--- src/hdl/mfwp_pkg.sv ---
// Package for the widest-path max-flow block: sizes, constants, command/status types.
// No dependencies.
package mfwp_pkg;
  localparam int NodeCount = 64;
  localparam int NodeW     = $clog2(NodeCount);
  localparam int MatW      = 2 * NodeW;
  localparam int ResW      = 16;
  localparam int BotW      = 11;
  localparam int CfgW      = 6;
  localparam logic [ResW-1:0] Max16 = 16'hFFFF;
  localparam logic [BotW-1:0] SeedWidth = 11'd1024;

  localparam logic [0:0] CfgSource = 1'b0;
  localparam logic [0:0] CfgSink   = 1'b1;

  typedef enum logic [3:0] {
    OP_NONE   = 4'd0,
    OP_LOAD   = 4'd1,
    OP_CLEAR  = 4'd2,  // clear search arrays, seed source
    OP_SCAN   = 4'd3,  // one node of the pick scan
    OP_RELAX  = 4'd4,  // one edge of the relax sweep
    OP_AUGF   = 4'd5,  // augment: read forward/reverse
    OP_AUGW   = 4'd6,  // augment: write back
    OP_WIPE   = 4'd7   // reset clearing pass, one entry
  } op_t;

  typedef struct packed {
    op_t              op;
    logic [NodeW-1:0] idx;
    logic             first;   // first element of a sweep
    logic             visit;   // mark picked node visited
  } dp_cmd_t;

  typedef struct packed {
    logic             found;      // scan result valid
    logic [NodeW-1:0] pick;
    logic [BotW-1:0]  best;
    logic [NodeW-1:0] cur;        // augment walk position
  } dp_sts_t;
endpackage

--- src/hdl/mfwp_ctrl.sv ---
// Controller state machine sequencing load, search, augment and reset wipe.
// Depends on mfwp_pkg.
module mfwp_ctrl import mfwp_pkg::*; (
  input  logic             clk,
  input  logic             rst_n,
  input  logic             in_valid,
  output logic             in_ready,
  input  logic             in_kind,
  input  logic [NodeW-1:0] src,
  input  logic [NodeW-1:0] snk,
  output logic             out_valid,
  input  logic             out_ready,
  output logic [ResW-1:0]  out_flow_value,
  output logic             out_is_infinite,
  output dp_cmd_t          cmd,
  input  dp_sts_t          sts
);
  typedef enum logic [8:0] {
    S_WIPE  = 9'b000000001,
    S_IDLE  = 9'b000000010,
    S_CLR   = 9'b000000100,
    S_SCAN  = 9'b000001000,
    S_DEC   = 9'b000010000,
    S_RELAX = 9'b000100000,
    S_AUGF  = 9'b001000000,
    S_AUGW  = 9'b010000000,
    S_DONE  = 9'b100000000
  } st_t;

  st_t st_r, st_nxt;
  logic [NodeW:0]   cnt_r, cnt_nxt;
  logic [NodeW:0]   steps_r, steps_nxt;
  logic             ph_r, ph_nxt;
  logic [ResW-1:0]  tot_r, tot_nxt;
  logic             inf_r, inf_nxt;
  logic             ov_r, ov_nxt;
  logic [ResW:0]    tot_sum;
  logic             last;
  logic             take;

  assign last = (cnt_r == (NodeW+1)'(NodeCount - 1));
  assign take = in_valid && in_ready;
  assign in_ready = (st_r == S_IDLE) && !ov_r;
  assign tot_sum = {1'b0, tot_r} + {6'd0, sts.best};

  always_comb begin
    st_nxt = st_r; cnt_nxt = cnt_r; ph_nxt = ph_r; steps_nxt = steps_r;
    tot_nxt = tot_r; inf_nxt = inf_r; ov_nxt = ov_r;
    cmd = '{op: OP_NONE, idx: cnt_r[NodeW-1:0], first: 1'b0, visit: 1'b0};
    if (ov_r && out_ready) ov_nxt = 1'b0;
    unique case (st_r)
      S_WIPE: begin
        cmd.op = OP_WIPE; cmd.first = last;
        cnt_nxt = last ? '0 : cnt_r + 1'b1;
        if (last && sts.cur == NodeW'(NodeCount - 1)) st_nxt = S_IDLE;
      end
      S_IDLE: begin
        if (take) begin
          if (!in_kind) cmd.op = OP_LOAD;
          else if (src == snk) begin
            tot_nxt = Max16; inf_nxt = 1'b1; st_nxt = S_DONE;
          end else begin
            tot_nxt = '0; inf_nxt = 1'b0; cnt_nxt = '0; st_nxt = S_CLR;
          end
        end
      end
      S_CLR: begin
        cmd.op = OP_CLEAR;
        cnt_nxt = last ? '0 : cnt_r + 1'b1;
        if (last) st_nxt = S_SCAN;
      end
      S_SCAN: begin
        // a final OP_NONE step drains the registered read
        cmd.op = (cnt_r == (NodeW+1)'(NodeCount)) ? OP_NONE : OP_SCAN;
        cmd.first = (cnt_r == '0);
        cnt_nxt = cnt_r + 1'b1;
        if (cnt_r == (NodeW+1)'(NodeCount)) begin
          cnt_nxt = '0; st_nxt = S_DEC;
        end
      end
      S_DEC: begin
        if (!sts.found) st_nxt = S_DONE;
        else if (sts.pick == snk) begin
          tot_nxt = tot_sum[ResW] ? Max16 : tot_sum[ResW-1:0];
          steps_nxt = '0; ph_nxt = 1'b1; st_nxt = S_AUGF;
        end else begin
          cnt_nxt = '0; st_nxt = S_RELAX;
        end
      end
      S_RELAX: begin
        // a final OP_NONE step drains the registered read
        cmd.op = (cnt_r == (NodeW+1)'(NodeCount)) ? OP_NONE : OP_RELAX;
        cmd.visit = (cnt_r == '0);
        cnt_nxt = cnt_r + 1'b1;
        if (cnt_r == (NodeW+1)'(NodeCount)) begin
          cnt_nxt = '0; st_nxt = S_SCAN;
        end
      end
      S_AUGF: begin
        if (sts.cur == src || steps_r == (NodeW+1)'(NodeCount)) begin
          cnt_nxt = '0; st_nxt = S_CLR;
        end else begin
          cmd.op = OP_AUGF; cmd.first = ph_r; st_nxt = S_AUGW;
        end
      end
      S_AUGW: begin
        cmd.op = OP_AUGW; cmd.first = ph_r;
        ph_nxt = !ph_r;
        if (!ph_r) steps_nxt = steps_r + 1'b1;
        st_nxt = S_AUGF;
      end
      S_DONE: begin
        if (!ov_r) begin
          ov_nxt = 1'b1; st_nxt = S_IDLE;
        end
      end
      default: st_nxt = S_IDLE;
    endcase
    // in reset: no memory writes, wipe row pointer homed
    if (!rst_n) begin
      cmd.op = OP_NONE; cmd.first = 1'b1;
    end
  end

  always_ff @(posedge clk) begin
    if (!rst_n) begin
      st_r <= S_WIPE; cnt_r <= '0; ov_r <= 1'b0; ph_r <= 1'b0; steps_r <= '0;
      tot_r <= '0; inf_r <= 1'b0;
    end else begin
      st_r <= st_nxt; cnt_r <= cnt_nxt; ov_r <= ov_nxt; ph_r <= ph_nxt;
      steps_r <= steps_nxt; tot_r <= tot_nxt; inf_r <= inf_nxt;
    end
  end

  assign out_valid = ov_r;
  assign out_flow_value = tot_r;
  assign out_is_infinite = inf_r;

`ifndef SYNTH
  a_no_accept_busy: assert property (@(posedge clk) disable iff (!rst_n)
    in_valid && in_ready |-> st_r == S_IDLE) else $error("accept while busy");
  a_out_hold: assert property (@(posedge clk) disable iff (!rst_n)
    out_valid && !out_ready |=> out_valid && $stable(out_flow_value))
    else $error("result dropped");
  a_inf_total: assert property (@(posedge clk) disable iff (!rst_n)
    out_valid && out_is_infinite |-> out_flow_value == Max16)
    else $error("infinite flag with finite total");
`endif
endmodule
--- config.mk ---
export PLATFORM = sky130hd
export DESIGN_NAME = mfwp_ctrl
export DESIGN_NICKNAME = d
export VERILOG_FILES = /design/src/hdl/mfwp_pkg.sv /design/src/hdl/mfwp_ctrl.sv
export SDC_FILE = /design/constraint.sdc
export NUM_CORES = 1
export LEC_CHECK = 0
export ABC_AREA = 0
export BUFFER_PORTS_ARGS = -buffer_cell sky130_fd_sc_hd__buf_4
export CORE_ASPECT_RATIO = 0.7
export CORE_MARGIN = 3
export CORE_UTILIZATION = 40
export DETAILED_ROUTE_END_ITERATION = 16
export HOLD_SLACK_MARGIN = 0.06
export PLACE_DENSITY_LB_ADDON = 0.05
export SLEW_MARGIN = 20
export SYNTH_ARGS = -nofsm -noshare
export SYNTH_HDL_FRONTEND = slang
export SYNTH_SLANG_ARGS = --single-unit
--- constraint.sdc ---
create_clock -name clk -period 6.9 [get_ports clk]
set_input_delay 0.69 -clock clk [delete_from_list [all_inputs] [get_ports clk]]
set_output_delay 0.69 -clock clk [all_outputs]
set_load 0.01 [all_outputs]
# Word level (Yosys, flattened, before mapping)
# Cells that the tools add are included.
# totals
inputBits	41
reg_bits	42
wordCells	108
# classes
add_sub_neg	3
n_reduce_logical	19
mux	50
eq_ne	29
# ops
cell	n
16-bit 2-to-1 mux	6
7-bit 2-to-1 mux	12
9-bit 2-to-1 mux	9
9-bit case mux with 9 select lines	1
7-bit case mux with 5 select lines	1
16-bit case mux with 2 select lines	1
2-bit != test, second input constant	13
3-bit case mux with 7 select lines	1
6-bit == test	3
16-bit by 11-bit adder with 17-bit output	1
7-bit by 1-bit adder with 7-bit output, second input constant	2
7-bit == test, second input constant	2
7-bit case mux with 2 select lines	1
7-bit AND reduction	2
1-bit 2-to-1 mux	11
9-bit by 1-bit == test with 1-bit output, second input constant	1
9-bit by 2-bit == test with 1-bit output, second input constant	1
9-bit by 3-bit == test with 1-bit output, second input constant	1
9-bit by 4-bit == test with 1-bit output, second input constant	1
9-bit by 5-bit == test with 1-bit output, second input constant	1
9-bit by 6-bit == test with 1-bit output, second input constant	1
9-bit by 7-bit == test with 1-bit output, second input constant	1
9-bit by 8-bit == test with 1-bit output, second input constant	1
9-bit == test, second input constant	1
18 further kinds	26

# Depth between registers and ports, before layout
# depth
depth_word	6
depth_mapped	9
mapped_depth_nobuf	8

# Worst setup path before layout
# OpenSTA, ideal clock, no wires.
# synth_timing
kind	input to register
from	input port sts[6] (netlist bit)
to	register tot_r[14] (netlist: out_flow_value[14])
n_path_buf	0
setup_time_ns	0.120
required_ns	6.780
stages	8
arrival_time_ns	2.637
slack_ns	4.143
cell_sequence	ha_1 fa_1 a21o_1 and4_1 o21ai_1 a21oi_1 o31a_1 o31a_1
# synth_between
elab_chain_cells	5
# synth_lines
element	line	rtl
start, declared	mfwp_ctrl.sv:16	input dp_sts_t sts
16-bit by 11-bit adder with 17-bit output	mfwp_ctrl.sv:44	assign tot_sum = {1'b0, tot_r} + {6'd0, sts.best};
16-bit 2-to-1 mux	mfwp_ctrl.sv:84	tot_nxt = tot_sum[ResW] ? Max16 : tot_sum[ResW-1:0];
16-bit 2-to-1 mux	mfwp_ctrl.sv:83	else if (sts.pick == snk) begin
16-bit 2-to-1 mux	mfwp_ctrl.sv:82	if (!sts.found) st_nxt = S_DONE;
16-bit case mux with 2 select lines	mfwp_ctrl.sv:51	unique case (st_r)
end signal, assigned	mfwp_ctrl.sv:131	steps_r <= steps_nxt; tot_r <= tot_nxt; inf_r <= inf_nxt;
end, declared	mfwp_ctrl.sv:34	logic [ResW-1:0] tot_r, tot_nxt;
# No other way between the ends. The select of a mux whose other input is x is not followed.
# A chain may end at the register's enable or synchronous reset.

==> impl_metrics.env <==
export IMPL_grt_max_degree=17
export IMPL_outcome="complete, no violations"
export IMPL_crit_path_max_fanout=13
export IMPL_viasPerCell=5.60
export IMPL_place_area_um2=3790
export IMPL_wl_per_cell_um=16.1
export IMPL_r2r_slack_ps=4150
export IMPL_vias=3200
export IMPL_clk_pin_slew_ps=60
export IMPL_netlist_instances=416
export IMPL_io_buffer_count=70
export IMPL_cts_buffers=5
export IMPL_drive_above_1_share_pct=19.9
export IMPL_synthFlopType="dfxtp_1"
export IMPL_cts_hold_buf=0
export IMPL_clock_path_buffers=2
export IMPL_finClkSkew_ps=5.97
export IMPL_async_reset_ff_share_pct=0
export IMPL_finalWirelength_um=9170
export IMPL_post_synth_top_count_cell="nor2_1"
export IMPL_drc_errors=0
export IMPL_cts_sinks=42
export IMPL_gr_total_overflow=0
export IMPL_dp_final_hpwl_um=7220
export IMPL_setup_viol=0
export IMPL_powerDensity_nw_per_um2=140
export IMPL_die_h_um=81.7
export IMPL_dr_pass1_iters=5
export IMPL_maxSlewViolCount=0
export IMPL_synthTopCellsByCount="nor2_1, dfxtp_1, a21oi_1"
export IMPL_fin_nets=529
export IMPL_design_area_um2=3940
export IMPL_h_tree_depth=2
export IMPL_vdd_ir_drop_max_uv=92.0
export IMPL_drt_iter0_markers=198
export IMPL_coreArea_um2=7610
export IMPL_yosysTopAreaCell="dfxtp_1"
export IMPL_die_area_um2=9310
export IMPL_whs_path_depth=2
export IMPL_critical_path_class="reg2out"
export IMPL_start_util_pct=43.0
export IMPL_ys_seq_area_share_pct=25.7
export IMPL_rsz0062_at_grt="false"
export IMPL_leakagePower_nw=1.71
export IMPL_ios=72
export IMPL_syn_area_per_cell_um2=7.86
export IMPL_final_util_pct=51.7
export IMPL_worst_pin_slew_ps=757
export IMPL_place_ws_ps=3840
export IMPL_synth_top_area_share_pct=25.7
export IMPL_grt_first_pass_wirelength_um=15000
export IMPL_globalRouteTotalUtil_pct=20.0
export IMPL_cts_root_buf="clkbuf_16"
export IMPL_report_power_total_mw=0.551
export IMPL_fmax_ghz=0.325
export IMPL_endpoint_kind="output port"
export IMPL_post_cts_buffers=0
export IMPL_place_congestion=0.856
export IMPL_synth_edff_count=0
export IMPL_r2r_end="out_flow_value[14]$_SDFFE_PN0P_"
export IMPL_min_period_over_period_pct=44.7
export IMPL_yosysWarnings=0
export IMPL_synth_top_cells_by_area="dfxtp_1, ha_1, a21oi_1, nor2_1, xor2_1"
export IMPL_ff2ff_path_depth=6
export IMPL_synth_area_um2=3270
export IMPL_area_growth_pct=20.4
export IMPL_ys_seq_elements=42
export IMPL_synth_fp_nets=473
export IMPL_ant_nets=0
export IMPL_drv_cap=0
export IMPL_hp_class="reg2reg"
export IMPL_min_period_ps=3080
export IMPL_min_from="steps_r[6]$_SDFFE_PN0P_"
export IMPL_hold_viol=0
export IMPL_synth_distinct_cells=64
export IMPL_row_count=26
export IMPL_relSlewSlack_pct=49.5
export IMPL_antenna_cells=0
export IMPL_clock_latency_ps=280
export IMPL_worstReg2RegStart="st_r[4]$_SDFFE_PN0P_"
export IMPL_finalWorstSetupSlack_ps=3820
export IMPL_cp_start_kind="register"
export IMPL_holdPathEnd="steps_r[6]$_SDFFE_PN0P_"
export IMPL_required_ps=6210
export IMPL_setup_tns_final_ps=0
export IMPL_cts_tree="yes"
export IMPL_cts_repair_resized=0
export IMPL_antenna_found_initial=0
export IMPL_cp_arrival_ps=2390
export IMPL_fp_dieW_um=114
export IMPL_grt_pass1_vias=2921
[flip-flops by register name (all words and copies together) (netlist names)]
name / count
out_flow_value: 16
st_r: 9
cnt_r: 7
steps_r: 7
out_is_infinite: 1
out_valid: 1
ph_r: 1
[metal layers]
layer  up-vias  track usage (%)  share of wire, %  routed length, um
met5         -                0                 0                  0
li1       1637                -                 -                  -
met4         0             2.61              0.31                 28
met1      1459             32.0                55               5090
met2       100             27.3                37               3360
met3         4             4.34               7.6                696
[layout make-up]
cell class              count  area (um^2)
clock inverters             1         5.00
multi-input cells         338         2240
fillers                   764         3670
clock buffers               7          143
well taps                  98          123
inverters                  15         56.3
flip-flops and latches     42          841
repair buffers             70          526
[cell families after synthesis]
kind of cell	after synthesis	share of synthesized area, %
AND/OR/NAND/NOR	165	27.8
AO/OA/AOI/OAI	117	23.6
flip-flops	42	25.7
buffers and inverters	36	5.78
XOR/XNOR	33	8.84
adder cells (fa/ha/maj)	16	6.35
multiplexers	6	1.87
other	1	0.115
[power by group]
group | total [mW] | internal, mW | switching (mW)
sequential | 0.246 | 0.244 | 0.00188
combinational | 0.0680 | 0.0347 | 0.0333
clock | 0.237 | 0.144 | 0.0938
total | 0.551 | 0.422 | 0.129
[cell usage in the layout, fill, tap and decap left out, drive strengths merged, types with 4 or more instances in the layout]
cell type   n
o211a       5
nor4b       5
nor2       45
a21oi      37
o21ai      29
and3        5
mux2i       5
a31oi       4
buf        70
a21o        9
nand4      14
o21a        7
dfxtp      42
xor2       18
ha         15
inv        15
xnor2      15
nand3      11
nand2      28
nor2b       5
nor4        7
nor3       17
or4         4
or2         4
clkbuf      7
nor3b       5
[worst max-delay path: stages, from the launching register on]
cell	delay [ps]
dfxtp_1	490
nor4_4	510
nand2_1	150
nor3_1	510
o21ai_0	170
o211ai_1	130
buf_4	150
[metrics by stage]
step,std cells,hold slack (ps)
global placement,563,476
detailed placement,563,496
finish,571,498
CTS,571,505
global route,571,549
floorplan,416,458
[how the worst max path moves through the flow]
stage                               from                         endpoint  slack (ps)  cells past startpoint
global route        st_r[2]$_SDFFE_PN0P_                           cmd[1]        3540                      6
global placement                  sts[6]  out_flow_value[14]$_SDFFE_PN0P_        3900                      9
CTS                 st_r[2]$_SDFFE_PN0P_                           cmd[1]        3820                      6
detailed placement                src[5]   out_flow_value[9]$_SDFFE_PN0P_        3840                      7
finish              st_r[2]$_SDFFE_PN0P_                           cmd[1]        3820                      6
floorplan                         sts[6]  out_flow_value[14]$_SDFFE_PN0P_        4140                      8
Note: power is estimated with default switching activity, not from simulation.
